<file path="src/hw/rtl/u8d_pkg.sv">
`default_nettype none

package u8d_pkg;

    localparam int ByteW = 8;
    localparam int CodeW = 31;
    localparam int CntW  = 3;
    localparam int StatW = 2;
    localparam int ContW = 6;
    localparam int LeadW = 5;

    // Lead byte masks and match values
    localparam logic [ByteW-1:0] MaskAscii = 8'b1000_0000;
    localparam logic [ByteW-1:0] Mask2     = 8'b1110_0000;
    localparam logic [ByteW-1:0] Lead2     = 8'b1100_0000;
    localparam logic [ByteW-1:0] Mask3     = 8'b1111_0000;
    localparam logic [ByteW-1:0] Lead3     = 8'b1110_0000;
    localparam logic [ByteW-1:0] Mask4     = 8'b1111_1000;
    localparam logic [ByteW-1:0] Lead4     = 8'b1111_0000;
    localparam logic [ByteW-1:0] Mask5     = 8'b1111_1100;
    localparam logic [ByteW-1:0] Lead5     = 8'b1111_1000;
    localparam logic [ByteW-1:0] Mask6     = 8'b1111_1110;
    localparam logic [ByteW-1:0] Lead6     = 8'b1111_1100;

    typedef enum logic [StatW-1:0] {
        ST_OK        = 2'd0,
        ST_INVALID   = 2'd1,
        ST_TRUNCATED = 2'd2
    } t_status;

    // Classification of one byte taken as a lead byte
    typedef struct packed {
        logic             is_ascii;
        logic             is_invalid;
        logic [CntW-1:0]  extra;     // continuation bytes that follow
        logic [LeadW-1:0] payload;
    } t_lead;

    // One step's outcome
    typedef struct packed {
        logic             emit;
        logic [CodeW-1:0] code;
        t_status          status;
    } t_res;

endpackage

`default_nettype wire

</file>
<file path="src/hw/rtl/u8d_if.sv">
`default_nettype none

interface u8d_byte_if;
    logic       valid;
    logic       ready;
    logic [7:0] data_byte;
    logic       end_of_buffer;

    modport source (output valid, output data_byte, output end_of_buffer, input ready);
    modport sink   (input valid, input data_byte, input end_of_buffer, output ready);
endinterface

interface u8d_code_if;
    logic        valid;
    logic        ready;
    logic [30:0] code_point;
    logic [1:0]  status;

    modport source (output valid, output code_point, output status, input ready);
    modport sink   (input valid, input code_point, input status, output ready);
endinterface

`default_nettype wire

</file>
<file path="src/hw/rtl/u8d_lead_dec.sv">
`default_nettype none

module u8d_lead_dec (
    input  wire logic [u8d_pkg::ByteW-1:0] i_byte,
    output u8d_pkg::t_lead                 o_lead
);
    import u8d_pkg::*;

    always_comb begin
        o_lead = '0;
        if ((i_byte & MaskAscii) == '0) begin
            o_lead.is_ascii = 1'b1;
        end else if ((i_byte & Mask2) == Lead2) begin
            o_lead.extra   = CntW'(1);
            o_lead.payload = i_byte[4:0];
        end else if ((i_byte & Mask3) == Lead3) begin
            o_lead.extra   = CntW'(2);
            o_lead.payload = {1'b0, i_byte[3:0]};
        end else if ((i_byte & Mask4) == Lead4) begin
            o_lead.extra   = CntW'(3);
            o_lead.payload = {2'b0, i_byte[2:0]};
        end else if ((i_byte & Mask5) == Lead5) begin
            o_lead.extra   = CntW'(4);
            o_lead.payload = {3'b0, i_byte[1:0]};
        end else if ((i_byte & Mask6) == Lead6) begin
            o_lead.extra   = CntW'(5);
            o_lead.payload = {4'b0, i_byte[0]};
        end else begin
            // stray continuation byte, FE or FF
            o_lead.is_invalid = 1'b1;
        end
    end

endmodule

`default_nettype wire

</file>
<file path="src/hw/rtl/u8d_step.sv">
`default_nettype none

module u8d_step (
    input  wire logic                      i_clk,
    input  wire logic                      i_rst_n,
    input  wire logic                      i_fire,
    input  wire logic [u8d_pkg::ByteW-1:0] i_byte,
    input  wire logic                      i_last,
    output u8d_pkg::t_res                  o_res
);
    import u8d_pkg::*;

    logic [CodeW-1:0] r_partial, n_partial;
    logic [CntW-1:0]  r_remain,  n_remain;
    logic [CodeW-1:0] shifted;
    logic [CntW-1:0]  remain_dec;
    t_lead            lead;

    u8d_lead_dec u_lead (
        .i_byte (i_byte),
        .o_lead (lead)
    );

    assign shifted    = {r_partial[CodeW-ContW-1:0], i_byte[ContW-1:0]};
    assign remain_dec = r_remain - CntW'(1);

    always_comb begin
        o_res     = '0;
        n_partial = r_partial;
        n_remain  = r_remain;
        if (r_remain != '0) begin
            if (remain_dec == '0) begin
                o_res.emit   = 1'b1;
                o_res.code   = shifted;
                o_res.status = ST_OK;
                n_partial    = '0;
                n_remain     = '0;
            end else if (i_last) begin
                o_res.emit   = 1'b1;
                o_res.status = ST_TRUNCATED;
                n_partial    = '0;
                n_remain     = '0;
            end else begin
                n_partial = shifted;
                n_remain  = remain_dec;
            end
        end else if (lead.is_ascii) begin
            o_res.emit   = 1'b1;
            o_res.code   = CodeW'(i_byte);
            o_res.status = ST_OK;
        end else if (lead.is_invalid) begin
            o_res.emit   = 1'b1;
            o_res.status = ST_INVALID;
        end else if (i_last) begin
            // lead of a multi-byte sequence on the buffer's last byte
            o_res.emit   = 1'b1;
            o_res.status = ST_TRUNCATED;
        end else begin
            n_partial = CodeW'(lead.payload);
            n_remain  = lead.extra;
        end
    end

    always_ff @(posedge i_clk) begin
        if (!i_rst_n) begin
            r_partial <= '0;
            r_remain  <= '0;
        end else if (i_fire) begin
            r_partial <= n_partial;
            r_remain  <= n_remain;
        end
    end

`ifndef ASSERT_OFF
    a_remain_range: assert property (@(posedge i_clk) disable iff (!i_rst_n)
        r_remain <= CntW'(5))
        else $error("continuation count out of range");

    a_error_zero: assert property (@(posedge i_clk) disable iff (!i_rst_n)
        (o_res.emit && o_res.status != ST_OK) |-> (o_res.code == '0))
        else $error("error result with nonzero code point");

    a_emit_idle: assert property (@(posedge i_clk) disable iff (!i_rst_n)
        (i_fire && o_res.emit) |=> (r_remain == '0 && r_partial == '0))
        else $error("state not cleared after a result");

    a_hold_seq: assert property (@(posedge i_clk) disable iff (!i_rst_n)
        (i_fire && !o_res.emit) |=> (r_remain != '0))
        else $error("byte without result left no open sequence");
`endif

endmodule

`default_nettype wire

</file>
<file path="src/hw/rtl/utf8_extended_decoder.sv">
`default_nettype none

// Channel  Dir  Modport          Payload
// i_byte   in   u8d_byte_if.sink    data_byte[7:0], end_of_buffer
// o_code   out  u8d_code_if.source  code_point[30:0], status[1:0]
//
// One byte per cycle unless a held result stalls the input; each result passes
// through the input register, then the result register.
// The only loop is the sequence state update.
// Synchronous active-low reset empties both registers and waits for a lead.
// A held result stalls the input register only for a byte that also yields
// a result; bytes that open or extend a sequence keep flowing.

module utf8_extended_decoder (
    input  wire logic   i_clk,
    input  wire logic   i_rst_n,
    u8d_byte_if.sink    i_byte,
    u8d_code_if.source  o_code
);
    import u8d_pkg::*;

    logic             r_in_valid;
    logic [ByteW-1:0] r_in_byte;
    logic             r_in_last;
    logic             r_out_valid;
    logic [CodeW-1:0] r_out_code;
    t_status          r_out_status;
    t_res             res;
    logic             out_free;
    logic             s1_fire;

    assign out_free     = !r_out_valid || o_code.ready;
    assign s1_fire      = r_in_valid && (!res.emit || out_free);
    assign i_byte.ready = !r_in_valid || s1_fire;

    u8d_step u_step (
        .i_clk   (i_clk),
        .i_rst_n (i_rst_n),
        .i_fire  (s1_fire),
        .i_byte  (r_in_byte),
        .i_last  (r_in_last),
        .o_res   (res)
    );

    always_ff @(posedge i_clk) begin
        if (!i_rst_n) begin
            r_in_valid <= 1'b0;
        end else if (i_byte.ready) begin
            r_in_valid <= i_byte.valid;
        end
    end

    always_ff @(posedge i_clk) begin
        if (i_byte.valid && i_byte.ready) begin
            r_in_byte <= i_byte.data_byte;
            r_in_last <= i_byte.end_of_buffer;
        end
    end

    always_ff @(posedge i_clk) begin
        if (!i_rst_n) begin
            r_out_valid <= 1'b0;
        end else if (s1_fire && res.emit) begin
            r_out_valid <= 1'b1;
        end else if (o_code.ready) begin
            r_out_valid <= 1'b0;
        end
    end

    // load payload only on a new result; hold it while stalled
    always_ff @(posedge i_clk) begin
        if (s1_fire && res.emit) begin
            r_out_code   <= res.code;
            r_out_status <= res.status;
        end
    end

    assign o_code.valid      = r_out_valid;
    assign o_code.code_point = r_out_code;
    assign o_code.status     = r_out_status;

endmodule

`default_nettype wire

</file>
<file path="src/flat_wrapper.sv">
// flat-port wrapper written by rule: the top's interface ports become plain ports
module utf8_extended_decoder_flat import u8d_pkg::*;
  (i_clk, i_rst_n, i_byte_valid, i_byte_data_byte, i_byte_end_of_buffer, i_byte_ready, o_code_valid, o_code_code_point, o_code_status, o_code_ready);
  u8d_byte_if i_byte_i ();
  u8d_code_if o_code_i ();
  input  wire logic i_clk;
  input  wire logic i_rst_n;
  input wire logic [$bits(i_byte_i.valid)-1:0] i_byte_valid;
  input wire logic [$bits(i_byte_i.data_byte)-1:0] i_byte_data_byte;
  input wire logic [$bits(i_byte_i.end_of_buffer)-1:0] i_byte_end_of_buffer;
  output wire logic [$bits(i_byte_i.ready)-1:0] i_byte_ready;
  output wire logic [$bits(o_code_i.valid)-1:0] o_code_valid;
  output wire logic [$bits(o_code_i.code_point)-1:0] o_code_code_point;
  output wire logic [$bits(o_code_i.status)-1:0] o_code_status;
  input wire logic [$bits(o_code_i.ready)-1:0] o_code_ready;
  assign i_byte_i.valid = i_byte_valid;
  assign i_byte_i.data_byte = i_byte_data_byte;
  assign i_byte_i.end_of_buffer = i_byte_end_of_buffer;
  assign i_byte_ready = i_byte_i.ready;
  assign o_code_valid = o_code_i.valid;
  assign o_code_code_point = o_code_i.code_point;
  assign o_code_status = o_code_i.status;
  assign o_code_i.ready = o_code_ready;
  utf8_extended_decoder u_core (.i_clk(i_clk), .i_rst_n(i_rst_n), .i_byte(i_byte_i), .o_code(o_code_i));
endmodule
</file>
<file path="config.mk">
export PLATFORM = sky130hd
export DESIGN_NAME = utf8_extended_decoder_flat
export DESIGN_NICKNAME = d
export VERILOG_FILES = /design/src/hw/rtl/u8d_pkg.sv /design/src/hw/rtl/u8d_if.sv /design/src/hw/rtl/u8d_lead_dec.sv /design/src/hw/rtl/u8d_step.sv /design/src/hw/rtl/utf8_extended_decoder.sv /design/src/flat_wrapper.sv
export SDC_FILE = /design/constraint.sdc
export NUM_CORES = 1
export LEC_CHECK = 0
export BUFFER_PORTS_ARGS = -buffer_cell sky130_fd_sc_hd__buf_2
export CAP_MARGIN = 0
export CORE_ASPECT_RATIO = 0.75
export CORE_UTILIZATION = 60
export DETAILED_ROUTE_END_ITERATION = 16
export PLACE_DENSITY_LB_ADDON = 0.25
export SETUP_SLACK_MARGIN = 0.05
export SYNTH_ARGS = -nofsm -noshare
export SYNTH_HDL_FRONTEND = slang
export SYNTH_HIERARCHICAL = 1
export SYNTH_SLANG_ARGS = --single-unit
export TNS_END_PERCENT = 50
</file>
<file path="constraint.sdc">
create_clock -name i_clk -period 5 [get_ports i_clk]
set_input_delay 0.75 -clock i_clk [delete_from_list [all_inputs] [get_ports i_clk]]
set_output_delay 0.75 -clock i_clk [all_outputs]
set_load 0.02 [all_outputs]
</file>
==> qor.csv, run 1 <==
stage,metric,value,unit
status,status,"finished, violations left",
status,violations,DRC,
synthesis,async_flop_share,0,%
synthesis,netlist_area,3033,um2
route,wl_per_cell,15.04,um
hold_path,hold_path_class,flop to flop,
cells_and_area,drive_above_1_share,23.23,%
timing,worst_slew_pin_slew,1123,ps
clocking,clk_path_buf_depth,2,
power,power.share.combinational,6.8,%
floorplanning,io_pins,48,
power,swShare,24.03,%
timing,hold_viol_final,0,
critical_path,cp.required,5240,ps
synthesis,synth_edf_count,42,
floorplanning,rows,22,
critical_path,cpPeakStageDelay,930,ps
route,first_pass_iters,12,
critical_path,crit_slowest_cell,o21a_1,
route,drt_iter0_drc,267,
hold_path,min_from,u_core/u_step/r_partial[22]$_SDFFE_PN0P_,
critical_path,path_common_cell,o21a_1,
synthesis,synth_nets,280,
synthesis,ys_seq_elements,72,
clocking,numCtsBuffers,9,
timing,tns,0,ps
synthesis,synthTopCellsByArea,"edfxtp_1, dfxtp_1, nand3_1",
cells_and_area,diodes,0,
route,wl,5564,um
power,p_sw,285.1,uW
cells_and_area,finalNonFillerCells,370,
critical_path,reg2reg_depth,10,
timing,setup-violations-final,0,
power,internal_power,901.5,uW
placed_design,place_inst,354,
critical_path,cp_data_arrival_time,3530,ps
clocking,clk_pin_slew,80,ps
route,vias,2151,
power,p_seq_share,55.1,%
grt,grt-ovfl-total,0,
timing,slew_headroom,25.16,%
critical_path,r2r_slack,1710,ps
cells_and_area,area_growth,13.33,%
grt,grt_pass1_vias,1851,
timing,rsz0062_at_grt,false,
hold_path,hold_depth,2,
synthesis,synth_top_area_cell,edfxtp_1,
placed_design,post-dp-hpwl,3546,um
timing,period_share,65.82,%
synthesis,synth_area_per_cell,11.49,um2
synthesis,yosysWarnings,6,
synthesis,ys.flop_type,edfxtp_1,
clocking,cts_tree,done,
grt,antenna_found_initial,0,
synthesis,ys_types,43,
placed_design,place_congestion,0.7943,
clocking,cts_setup_buffers,0,
run,maxCapViolCount,0,
critical_path,cp-end-kind,flop,
grt,grt_max_degree,57,
hold_path,hold-path-endpoint,u_core/u_step/r_partial[22]$_SDFFE_PN0P_,
placed_design,io_buffer_count,47,
clocking,clockRootBuffer,clkbuf_8,
clocking,holdBufCountCts,0,
critical_path,critPathBufInv,1,
critical_path,start_kind,flop,
floorplanning,fp.dieArea,5346,um2
timing,slew_violations,0,
critical_path,r2r-end,u_core/u_step/r_remain[0]$_SDFFE_PN0P_,
floorplanning,dieWidth,84.10,um
clocking,worstSkewPairLatency,350,ps
grt,grt_pass1_wl,9039,um
clocking,clock_sinks,72,
critical_path,r2r_start,u_core/u_step/r_remain[0]$_SDFFE_PN0P_,
critical_path,path_max_fanout,34,
critical_path,crit_chain,inv_1 -> ha_1 -> nor2_1 -> a22oi_1 -> o21a_1 -> nand3b_1 -> a21boi_1 -> o21a_1 -> o311ai_1 -> o211a_1,
critical_path,crit_type,flop to flop,
power,ir_worst_vdd,0.2354,mV
synthesis,yosys-top-cells-count,"edfxtp_1, nand3_1, dfxtp_1",
floorplanning,coreArea,4872,um2
power,p_leak,0.001282,uW
cells_and_area,nNetsFinal,321,
clocking,postCtsResizedCells,0,
power,p_clk_share,38.1,%
synthesis,synthCells,264,
route,viasPerCell,5.814,
synthesis,synth_top_area_share,41.58,%
timing,fin_crit,3291,ps
floorplanning,dieHeight,63.57,um
critical_path,path_delay_family,compound AO/OA/AOI/OAI gates,
floorplanning,initial_core_util,62.25,%
timing,max_freq,0.3039,GHz
power,powerDensity,345.2,nW/um2
grt,grt.total_usage,22.51,%
timing,hold_ws,469.4,ps
route,postRouteAntennaNets,0,
timing,skew,6.758,ps
synthesis,synth-seq-area-share,61.39,%
clocking,ctsHtreeMaxLevel,3,
route,drc,12,
## metrics by stage
| step | area, um2 | setup WS (ps) | total power, uW | util (%) |
|---|---|---|---|---|
| 3_3_place_gp | 3241 | 1875 | 745.1 | 66.51 |
| 5_1_grt | 3437 | 1395 | 1229 | 70.54 |
| 2_1_floorplan | 3033 | 1771 | 725.1 | - |
| 3_5_place_dp | 3241 | 1781 | 747.4 | 66.51 |
| 4_1_cts | 3437 | 1758 | 1195 | 70.54 |
| 6_report | 3437 | 1709 | 1187 | 70.54 |
## layer usage
metal	track usage [%]	part of all wire [%]	up-vias
met5	0	0	-
met4	7.759	1.4	0
met3	8.388	6.6	8
met2	32.79	45	84
met1	30.93	47	1008
li1	-	-	1051
## worst max path at each step
| stage | slack [ps] | cells past startpoint | endpoint | start |
|---|---|---|---|---|
| 2_1_floorplan | 1770 | 8 | u_core/o_code.code_point[0]$_DFFE_PP_ | u_core/u_step/r_remain[0]$_SDFFE_PN0P_ |
| 3_3_place_gp | 1880 | 8 | u_core/o_code.code_point[8]$_DFFE_PP_ | u_core/u_step/r_remain[0]$_SDFFE_PN0P_ |
| 3_5_place_dp | 1780 | 9 | u_core/u_step/r_remain[0]$_SDFFE_PN0P_ | u_core/u_step/r_remain[0]$_SDFFE_PN0P_ |
| 4_1_cts | 1760 | 9 | u_core/u_step/r_remain[0]$_SDFFE_PN0P_ | u_core/u_step/r_remain[0]$_SDFFE_PN0P_ |
| 5_1_grt | 1390 | 10 | u_core/u_step/r_remain[0]$_SDFFE_PN0P_ | u_core/u_step/r_remain[0]$_SDFFE_PN0P_ |
| 6_report | 1710 | 10 | u_core/u_step/r_remain[0]$_SDFFE_PN0P_ | u_core/u_step/r_remain[0]$_SDFFE_PN0P_ |
## cell type report
type                    instances  area (um2)
repair buffers                 48       242.7
fillers                       361        1435
well taps                      60       75.07
multi-input cells             168        1039
inverters                       6       22.52
clock inverters                 6       68.82
flip-flops and latches         72        1862
clock buffers                  10       127.6
## logic make-up after synthesis
kind of cell	Yosys count	share of synthesized area (%)
simple gates	114	21.41
flops	72	61.39
compound gates	50	11.14
buf+inv	24	4.455
fa+ha+maj	3	1.238
mux	1	0.3713
## power by group through the flow
stage                     Combinational [uW]  Sequential (uW)  Clock, uW
after floorplan                         43.6              681          0
after global placement                  77.5              668          0
after detailed placement                79.5              668          0
after CTS                               79.8              654        461
after global routing                    86.2              656        487
final                                   80.3              654        452
## cell usage in the layout, fill, tap and decap left out, types with 2 or more instances in the layout
master and n:
a211oi_1 2, a21boi_1 3, a21oi_1 6, a32o_1 2, and2_1 25, and3_1 4, buf_2 47, clkbuf_8 9
clkinv_4 2, dfxtp_1 30, edfxtp_1 42, ha_1 3, inv_1 6, nand2_1 15, nand3_1 42, nand3b_1 2
nand4_1 5, nor2_1 3, nor2b_1 8, o211ai_1 6, o21a_1 2, o21ai_0 9, o21ai_2 2, o22ai_1 6
o31ai_1 7
## tightest hold or removal path, delay by kind of cell (launching register included)
family | cells | cell delay [ps]
DFF | 1 | 310
AOI/OAI and AO/OA | 1 | 60
and+or+nand+nor | 1 | 50
## registers in the layout, indices dropped and copies added (netlist names)
register / count
u_core/o_code.status: 2
u_core/o_code.valid: 1
u_core/r_in_last: 1
u_core/u_step/r_partial: 25
u_core/r_in_byte: 8
u_core/u_step/r_remain: 3
u_core/o_code.code_point: 31
u_core/r_in_valid: 1
(Power assumes the default switching activity.)
==> run 2, diff against run 1 <==
- ABC_AREA: default -> 1
- CORE_UTILIZATION: 60 -> 51
- clock period: 5 -> 2.95 ns (I/O delays scaled with it)
==> run 2 against run 1 <==
Against the previous run:
- the run now ends clean
- die area increased by 28%
- register-to-register slack got worse by 1100 ps
- synthesized area increased by 9.5%
- via count increased by 21%
- critical path type unchanged
- clock skew increased by 2.0 ps
- count of clock-buffer cells in the layout unchanged
- routed wire length increased by 19%
- critical path depth increased by 6
==> qor.csv, run 2 <==
stage,metric,value,unit,change
synthesis,ys.flop_type,edfxtp_1,,
clocking,cts_setup_buffers,0,,unchanged
synthesis,synth_area_per_cell,8.024,um2,-30%
grt,antenna_found_initial,0,,unchanged
cells_and_area,largest_reg_flops,31,,unchanged
synthesis,yosysMostFrequentCell,nand2_1,,
clocking,clk_pin_slew,70,ps,about the same
synthesis,yosysWarnings,6,,unchanged
critical_path,crit_type,flop to flop,,
synthesis,synth_nets,430,,+54%
cells_and_area,diodes,0,,unchanged
timing,max_freq,0.4219,GHz,+39%
grt,grt_pass1_wl,10820,um,+20%
route,wl_per_cell,12.09,um,-20%
critical_path,cp-end-kind,flop,,
cells_and_area,stdcell_area,3811,um2,+11%
critical_path,path_max_fanout,21,,-38%
cells_and_area,area_growth,14.73,%,
cells_and_area,final_cell_mix,"nand2_1, nor2_1, inv_1",,
timing,hold_ws,260.0,ps,-209.4 ps
clocking,clock_sinks,72,,unchanged
synthesis,synth_edf_count,42,,unchanged
timing,period_share,80.34,%,+15 points
clocking,worstSkewPairLatency,360,ps,about the same
synthesis,synthSimpleGateAreaFrac,30.17,%,+8.8 points
critical_path,r2r_start,u_core/u_step/r_remain[0]$_SDFFE_PN0P_,,
floorplanning,rows,25,,+14%
route,drt_iter0_drc,168,,-37%
synthesis,synth_top_area_cell,edfxtp_1,,
cells_and_area,fin_util,60.62,%,-9.9 points
placed_design,pre_cts_ws,626.2,ps,-1155 ps
route,wl,6648,um,+19%
floorplanning,io_pins,48,,unchanged
grt,grt_pass1_vias,2229,,+20%
clocking,clk_path_buf_depth,2,,unchanged
timing,tns,0,ps,unchanged
synthesis,synthTopCellsByArea,"edfxtp_1, dfxtp_1, nand2_1",,
hold_path,hold_path_class,input pin to flop,,
synthesis,async_flop_share,0,%,unchanged
synthesis,ys_types,26,,-40%
run,maxCapViolCount,0,,unchanged
critical_path,r2r_slack,580,ps,-1130 ps
clocking,ctsHtreeMaxLevel,3,,unchanged
critical_path,cp_data_arrival_time,2620,ps,-910 ps
synthesis,synth_top_area_share,37.97,%,-3.6 points
route,drc,0,,-12
power,p_leak,0.001791,uW,+40%
hold_path,hold_depth,1,,-1
clocking,cts_tree,done,,
timing,worst_slew_pin_slew,762.6,ps,-360.0 ps
floorplanning,dieWidth,95.19,um,+13%
timing,skew,8.724,ps,+1.966 ps
placed_design,place_congestion,0.9140,,+15%
route,postRouteAntennaNets,0,,unchanged
timing,slew_violations,0,,unchanged
critical_path,crit_path_start,u_core/u_step/r_remain[0]$_SDFFE_PN0P_,,
floorplanning,initial_core_util,52.84,%,-9.4 points
grt,grt.total_usage,21.38,%,-1.1 points
status,status,"complete, no violations",,
synthesis,synth_compound_area_share,1.996,%,-9.1 points
synthesis,synthMuxAreaShare,0,%,-0.37 points
synthesis,netlist_area,3322,um2,+9.5%
synthesis,yosys-top-cells-count,"nand2_1, nor2_1, inv_1",,
placed_design,io_buffer_count,47,,unchanged
timing,finalWorstSetupSlack,579.9,ps,-1129 ps
placed_design,post-dp-hpwl,4550,um,+28%
floorplanning,fp.dieArea,6844,um2,+28%
synthesis,ys_seq_elements,72,,unchanged
cells_and_area,fillers,560,,+55%
timing,fin_crit,2370,ps,-920.8 ps
timing,hold_viol_final,0,,unchanged
critical_path,cp.required,3200,ps,-2040 ps
grt,grt_max_degree,31,,-46%
power,ir_worst_vdd,0.3731,mV,+58%
synthesis,synth-xor-area-share,0,%,unchanged
route,vias,2600,,+21%
clocking,numCtsBuffers,9,,unchanged
timing,slew_headroom,49.01,%,+24 points
critical_path,reg2reg_depth,16,,+6
floorplanning,dieHeight,71.90,um,+13%
clocking,holdBufCountCts,0,,unchanged
synthesis,synth_top_family_by_area,simple AND/OR/NAND/NOR gates,,
grt,grt-ovfl-total,0,,unchanged
critical_path,start_kind,flop,,
cells_and_area,final_common_cell,nand2_1,,
route,first_pass_iters,5,,-7
timing,rsz0062_at_grt,false,,
floorplanning,coreArea,6287,um2,+29%
synthesis,synth_adder_area_share,1.130,%,-0.11 points
clocking,clockRootBuffer,clkbuf_8,,
cells_and_area,nNetsFinal,480,,+50%
route,viasPerCell,4.727,,-19%
clocking,postCtsResizedCells,0,,unchanged
power,powerDensity,575.3,nW/um2,+67%
timing,setup-violations-final,0,,unchanged
synthesis,synth-seq-area-share,56.05,%,-5.3 points
synthesis,synthCells,414,,+57%
placed_design,place_area,3616,um2,+12%
cells_and_area,drive_above_1_share,18.12,%,-5.1 points
critical_path,r2r-end,u_core/u_step/r_partial[4]$_SDFFE_PN0P_,,
critical_path,worstSetupEndpoint,u_core/u_step/r_partial[4]$_SDFFE_PN0P_,,
run 2: cell count changes after synthesis, sizes merged, moves of 7 or more:
cell and change:
nand2 +93, o31ai -7, nand3 -11, inv +61, and2 -25, nor2 +97, nor2b -9
run 2: worst min path at each step:
stage | from | to
floorplan | u_core/u_step/r_partial[11]$_SDFFE_PN0P_ | u_core/u_step/r_partial[11]$_SDFFE_PN0P_
global placement | u_core/u_step/r_partial[11]$_SDFFE_PN0P_ | u_core/u_step/r_partial[11]$_SDFFE_PN0P_
detailed placement | u_core/u_step/r_partial[11]$_SDFFE_PN0P_ | u_core/u_step/r_partial[11]$_SDFFE_PN0P_
CTS | i_byte_data_byte[2] | u_core/r_in_byte[2]$_DFFE_PP_
global route | i_byte_data_byte[2] | u_core/r_in_byte[2]$_DFFE_PP_
finish | i_byte_data_byte[1] | u_core/r_in_byte[1]$_DFFE_PP_
run 2: logic make-up after synthesis:
group	count (synthesis)
AO/OA/AOI/OAI	11
adder cells (fa/ha/maj)	3
flip-flops	72
AND/OR/NAND/NOR	244
buffers and inverters	84
run 2: metrics by stage:
step,std cells,total power [uW]
2_1_floorplan,414,1362
3_3_place_gp,534,1437
3_5_place_dp,534,1440
4_1_cts,550,2212
5_1_grt,550,2288
6_report,550,2193
run 2: critical path, stage by stage (launching register included):
cell     delay (ps)
dfxtp_1         350
inv_1            80
ha_1            210
nand2_1          80
nand2_1         100
nor2_4          200
nand2_2          80
nand3_1         130
inv_1            70
o21ai_0         150
inv_1            50
nand2_1          80
inv_1           110
nand2_2         340
nand2_1         110
nand2_1          80
nor2_1           40
run 2: area by class of cell:
| cell class | count | area, um2 | share of cell area [%] |
|---|---|---|---|
| sequential | 72 | 1862 | 48.85 |
| multi-input combinational | 258 | 1106 | 29.02 |
| timing repair buffer | 54 | 287.8 | 7.551 |
| inverter | 69 | 259.0 | 6.796 |
| clock buffer | 10 | 127.6 | 3.349 |
| tap | 81 | 101.3 | 2.659 |
| clock inverter | 6 | 67.56 | 1.773 |
run 2: layer usage:
metal	global-route usage (%)	routed length [um]
met1	32.01	3394
met2	29.52	2708
met3	6.918	479
met4	6.061	65
met5	0	0
run 2: where the power goes:
| part | internal [uW] | total [uW] | switching (uW) |
|---|---|---|---|
| registers | 1120 | 1140 | 23.8 |
| logic | 84.5 | 276 | 192 |
| clock network | 393 | 773 | 380 |
==> run 3, diff against run 2 <==
- CORE_UTILIZATION: 51 -> 57
- clock period: 2.95 -> 2.2 ns (I/O delays scaled with it)
==> run 3 against run 2 <==
Against the previous run:
- critical endpoint is now u_core/u_step/r_partial[9]$_SDFFE_PN0P_
- routed wire length up 31%
- fmax up 5.7%
- cell count up 3.5%
- critical path type unchanged
- largest power group unchanged
- the run now ends with setup timing left
==> qor.csv, run 3 (synthesis results as in run 2) <==
stage,metric,value,unit,change
clocking,clockRootBuffer,clkbuf_8,,
timing,slew_violations,0,,unchanged
critical_path,worstSetupPathDepth,17,,+1
critical_path,crit_chain,nand2_1 -> clkinv_2 -> nor2_4 -> nand2_2 -> nand2_2 -> nor2_4 -> o21ai_4 -> nand3_2 -> inv_2 -> o21ai_2 -> inv_1 -> nand2_2 -> nor2_4 -> clkbuf_16 -> nand2_2 -> nand2_1 -> nor2_1,,
route,postRouteAntennaNets,0,,unchanged
route,drt_iter0_drc,442,,+160%
placed_design,place_congestion,0.9209,,+0.75%
critical_path,r2r-end,u_core/u_step/r_partial[9]$_SDFFE_PN0P_,,
grt,grt.total_usage,25.26,%,+3.9 points
route,drc,0,,unchanged
run,maxCapViolCount,0,,unchanged
power,ir_worst_vdd,0.5538,mV,+48%
route,first_pass_iters,6,,+1
critical_path,cp.required,2450,ps,-750 ps
critical_path,crit_slowest_cell,edfxtp_1,,
cells_and_area,largest_reg_flops,31,,unchanged
critical_path,cp-end-kind,flop,,
cells_and_area,nNetsFinal,505,,+5.2%
power,powerDensity,744.8,nW/um2,+29%
power,p_leak,0.001963,uW,+9.6%
cells_and_area,area_growth,29.49,%,
route,wl,8718,um,+31%
critical_path,r2r_start,u_core/r_in_byte[2]$_DFFE_PP_,,
placed_design,post-dp-hpwl,4708,um,+3.5%
critical_path,path_delay_family,simple AND/OR/NAND/NOR gates,,
critical_path,cpPeakStageDelay,400,ps,+50 ps
clocking,clk_path_buf_depth,2,,unchanged
critical_path,reg2reg_depth,17,,+1
critical_path,crit_type,flop to flop,,
clocking,cts_tree,done,,
route,viasPerCell,5.285,,+12%
hold_path,min_from,i_byte_data_byte[1],,
placed_design,io_buffer_count,47,,unchanged
timing,fin_crit,2243,ps,-127.4 ps
floorplanning,rows,23,,-8.0%
timing,finalWorstSetupSlack,-42.72,ps,-622.6 ps
cells_and_area,final_common_cell,nor2_1,,
grt,grt_max_degree,31,,unchanged
floorplanning,fp.dieArea,6141,um2,-10%
route,vias,3007,,+16%
floorplanning,io_pins,48,,unchanged
timing,skew,8.935,ps,+0.2108 ps
clocking,clock_sinks,72,,unchanged
floorplanning,dieHeight,68.12,um,-5.3%
timing,max_freq,0.4459,GHz,+5.7%
critical_path,path_max_fanout,7,,-67%
clocking,clk_pin_slew,80,ps,about the same
hold_path,hold_path_class,input pin to flop,,
placed_design,place_inst,540,,+1.1%
timing,rsz0062_at_grt,true,,
critical_path,start_kind,flop,,
cells_and_area,drive_above_1_share,33.40,%,+15 points
floorplanning,initial_core_util,60.76,%,+7.9 points
cells_and_area,diodes,0,,unchanged
status,violations,setup timing,,
floorplanning,coreArea,5468,um2,-13%
critical_path,cp_data_arrival_time,2490,ps,-130 ps
grt,grt_pass1_vias,2460,,+10%
route,wl_per_cell,15.32,um,+27%
critical_path,r2r_slack,-40,ps,-620 ps
placed_design,pre_cts_ws,-40.81,ps,-667.0 ps
timing,setup-violations-final,3,,+3
critical_path,path_common_cell,nand2_2,,
hold_path,hold-path-endpoint,u_core/r_in_byte[1]$_DFFE_PP_,,
clocking,worstSkewPairLatency,360,ps,about the same
grt,antenna_found_initial,0,,unchanged
grt,grt-ovfl-total,0,,unchanged
cells_and_area,final_cell_mix,"nor2_1, nand2_1, inv_1",,
status,status,"finished, violations left",,
clocking,numCtsBuffers,9,,unchanged
clocking,ctsHtreeMaxLevel,3,,unchanged
timing,period_share,101.9,%,+22 points
floorplanning,dieWidth,90.15,um,-5.3%
grt,grt_pass1_wl,11670,um,+7.8%
timing,slew_headroom,58.56,%,+9.5 points
timing,worst_slew_pin_slew,621.6,ps,-141.0 ps
timing,hold_viol_final,0,,unchanged
cells_and_area,finalNonFillerCells,569,,+3.5%
critical_path,critPathBufInv,4,,unchanged
hold_path,hold_depth,1,,unchanged
-- run 3: cell type report --
type,count,area [um2]
Clock buffer,10,127.6
Clock inverter,6,92.59
Fill cell,357,1166
Inverter,69,266.5
Multi-Input combinational cell,259,1313
Sequential cell,72,1863
Tap cell,75,93.84
Timing Repair Buffer,78,545.5
-- run 3: worst max-delay path by stage --
stage / from / endpoint / slack [ps]
finish: u_core/r_in_byte[2]$_DFFE_PP_ / u_core/u_step/r_partial[9]$_SDFFE_PN0P_ / -40
global route: u_core/r_in_byte[2]$_DFFE_PP_ / u_core/u_step/r_partial[9]$_SDFFE_PN0P_ / -130
CTS: u_core/r_in_byte[2]$_DFFE_PP_ / i_byte_ready / 30
detailed placement: u_core/u_step/r_remain[0]$_SDFFE_PN0P_ / u_core/u_step/r_remain[1]$_SDFFE_PN0P_ / -40
global placement: u_core/u_step/r_remain[0]$_SDFFE_PN0P_ / u_core/u_step/r_remain[2]$_SDFFE_PN0P_ / 100
floorplan: u_core/u_step/r_remain[0]$_SDFFE_PN0P_ / u_core/u_step/r_partial[11]$_SDFFE_PN0P_ / 50
-- run 3: power by group --
part	switching [uW]	total (uW)	internal (uW)
clock network	519	1160	644
logic	329	504	175
registers	34.8	1540	1500
total	883	3200	2320
-- run 3: worst register-to-register path, cell delays in order (launching register included) --
cell and delay (ps):
edfxtp_1 400, nand2_1 100, clkinv_2 70, nor2_4 80, nand2_2 70, nand2_2 90, nor2_4 50, o21ai_4 170
nand3_2 120, inv_2 80, o21ai_2 60, inv_1 80, nand2_2 90, nor2_4 240, clkbuf_16 230, nand2_2 60
nand2_1 90, nor2_1 60
-- run 3: routing by layer --
metal  wire length, um  vias up  part of all wire, %  global-route usage (%)
met4               158        0                  1.8                   9.476
met5                 0        -                    0                       0
met3               792       18                  9.1                   7.556
met1              3631     1407                   42                   32.62
li1                  -     1407                    -                       -
met2              4136      175                   47                   40.94
-- run 3: repair_timing --
action                                  4_1_cts  5_1_grt
cloned                                        0        4
buffers inserted                              4        5
hold buffers                                  0        0
resized for setup                            11       61
pin swaps                                     3       32
endpoints found under the setup margin       22       30
-- run 3: through the flow --
stage	util (%)	setup TNS, ps	hold slack, ps	total power [uW]	cell area [um2]
after floorplan	-	0	427.6	1834	3356
after global placement	68.65	0	469.6	1955	3754
after detailed placement	68.65	-430.8	470.8	1968	3754
after CTS	73.89	0	130.1	3131	4040
after global routing	78.67	-1191	123.7	3311	4302
final	78.67	-66.44	140.1	3204	4302
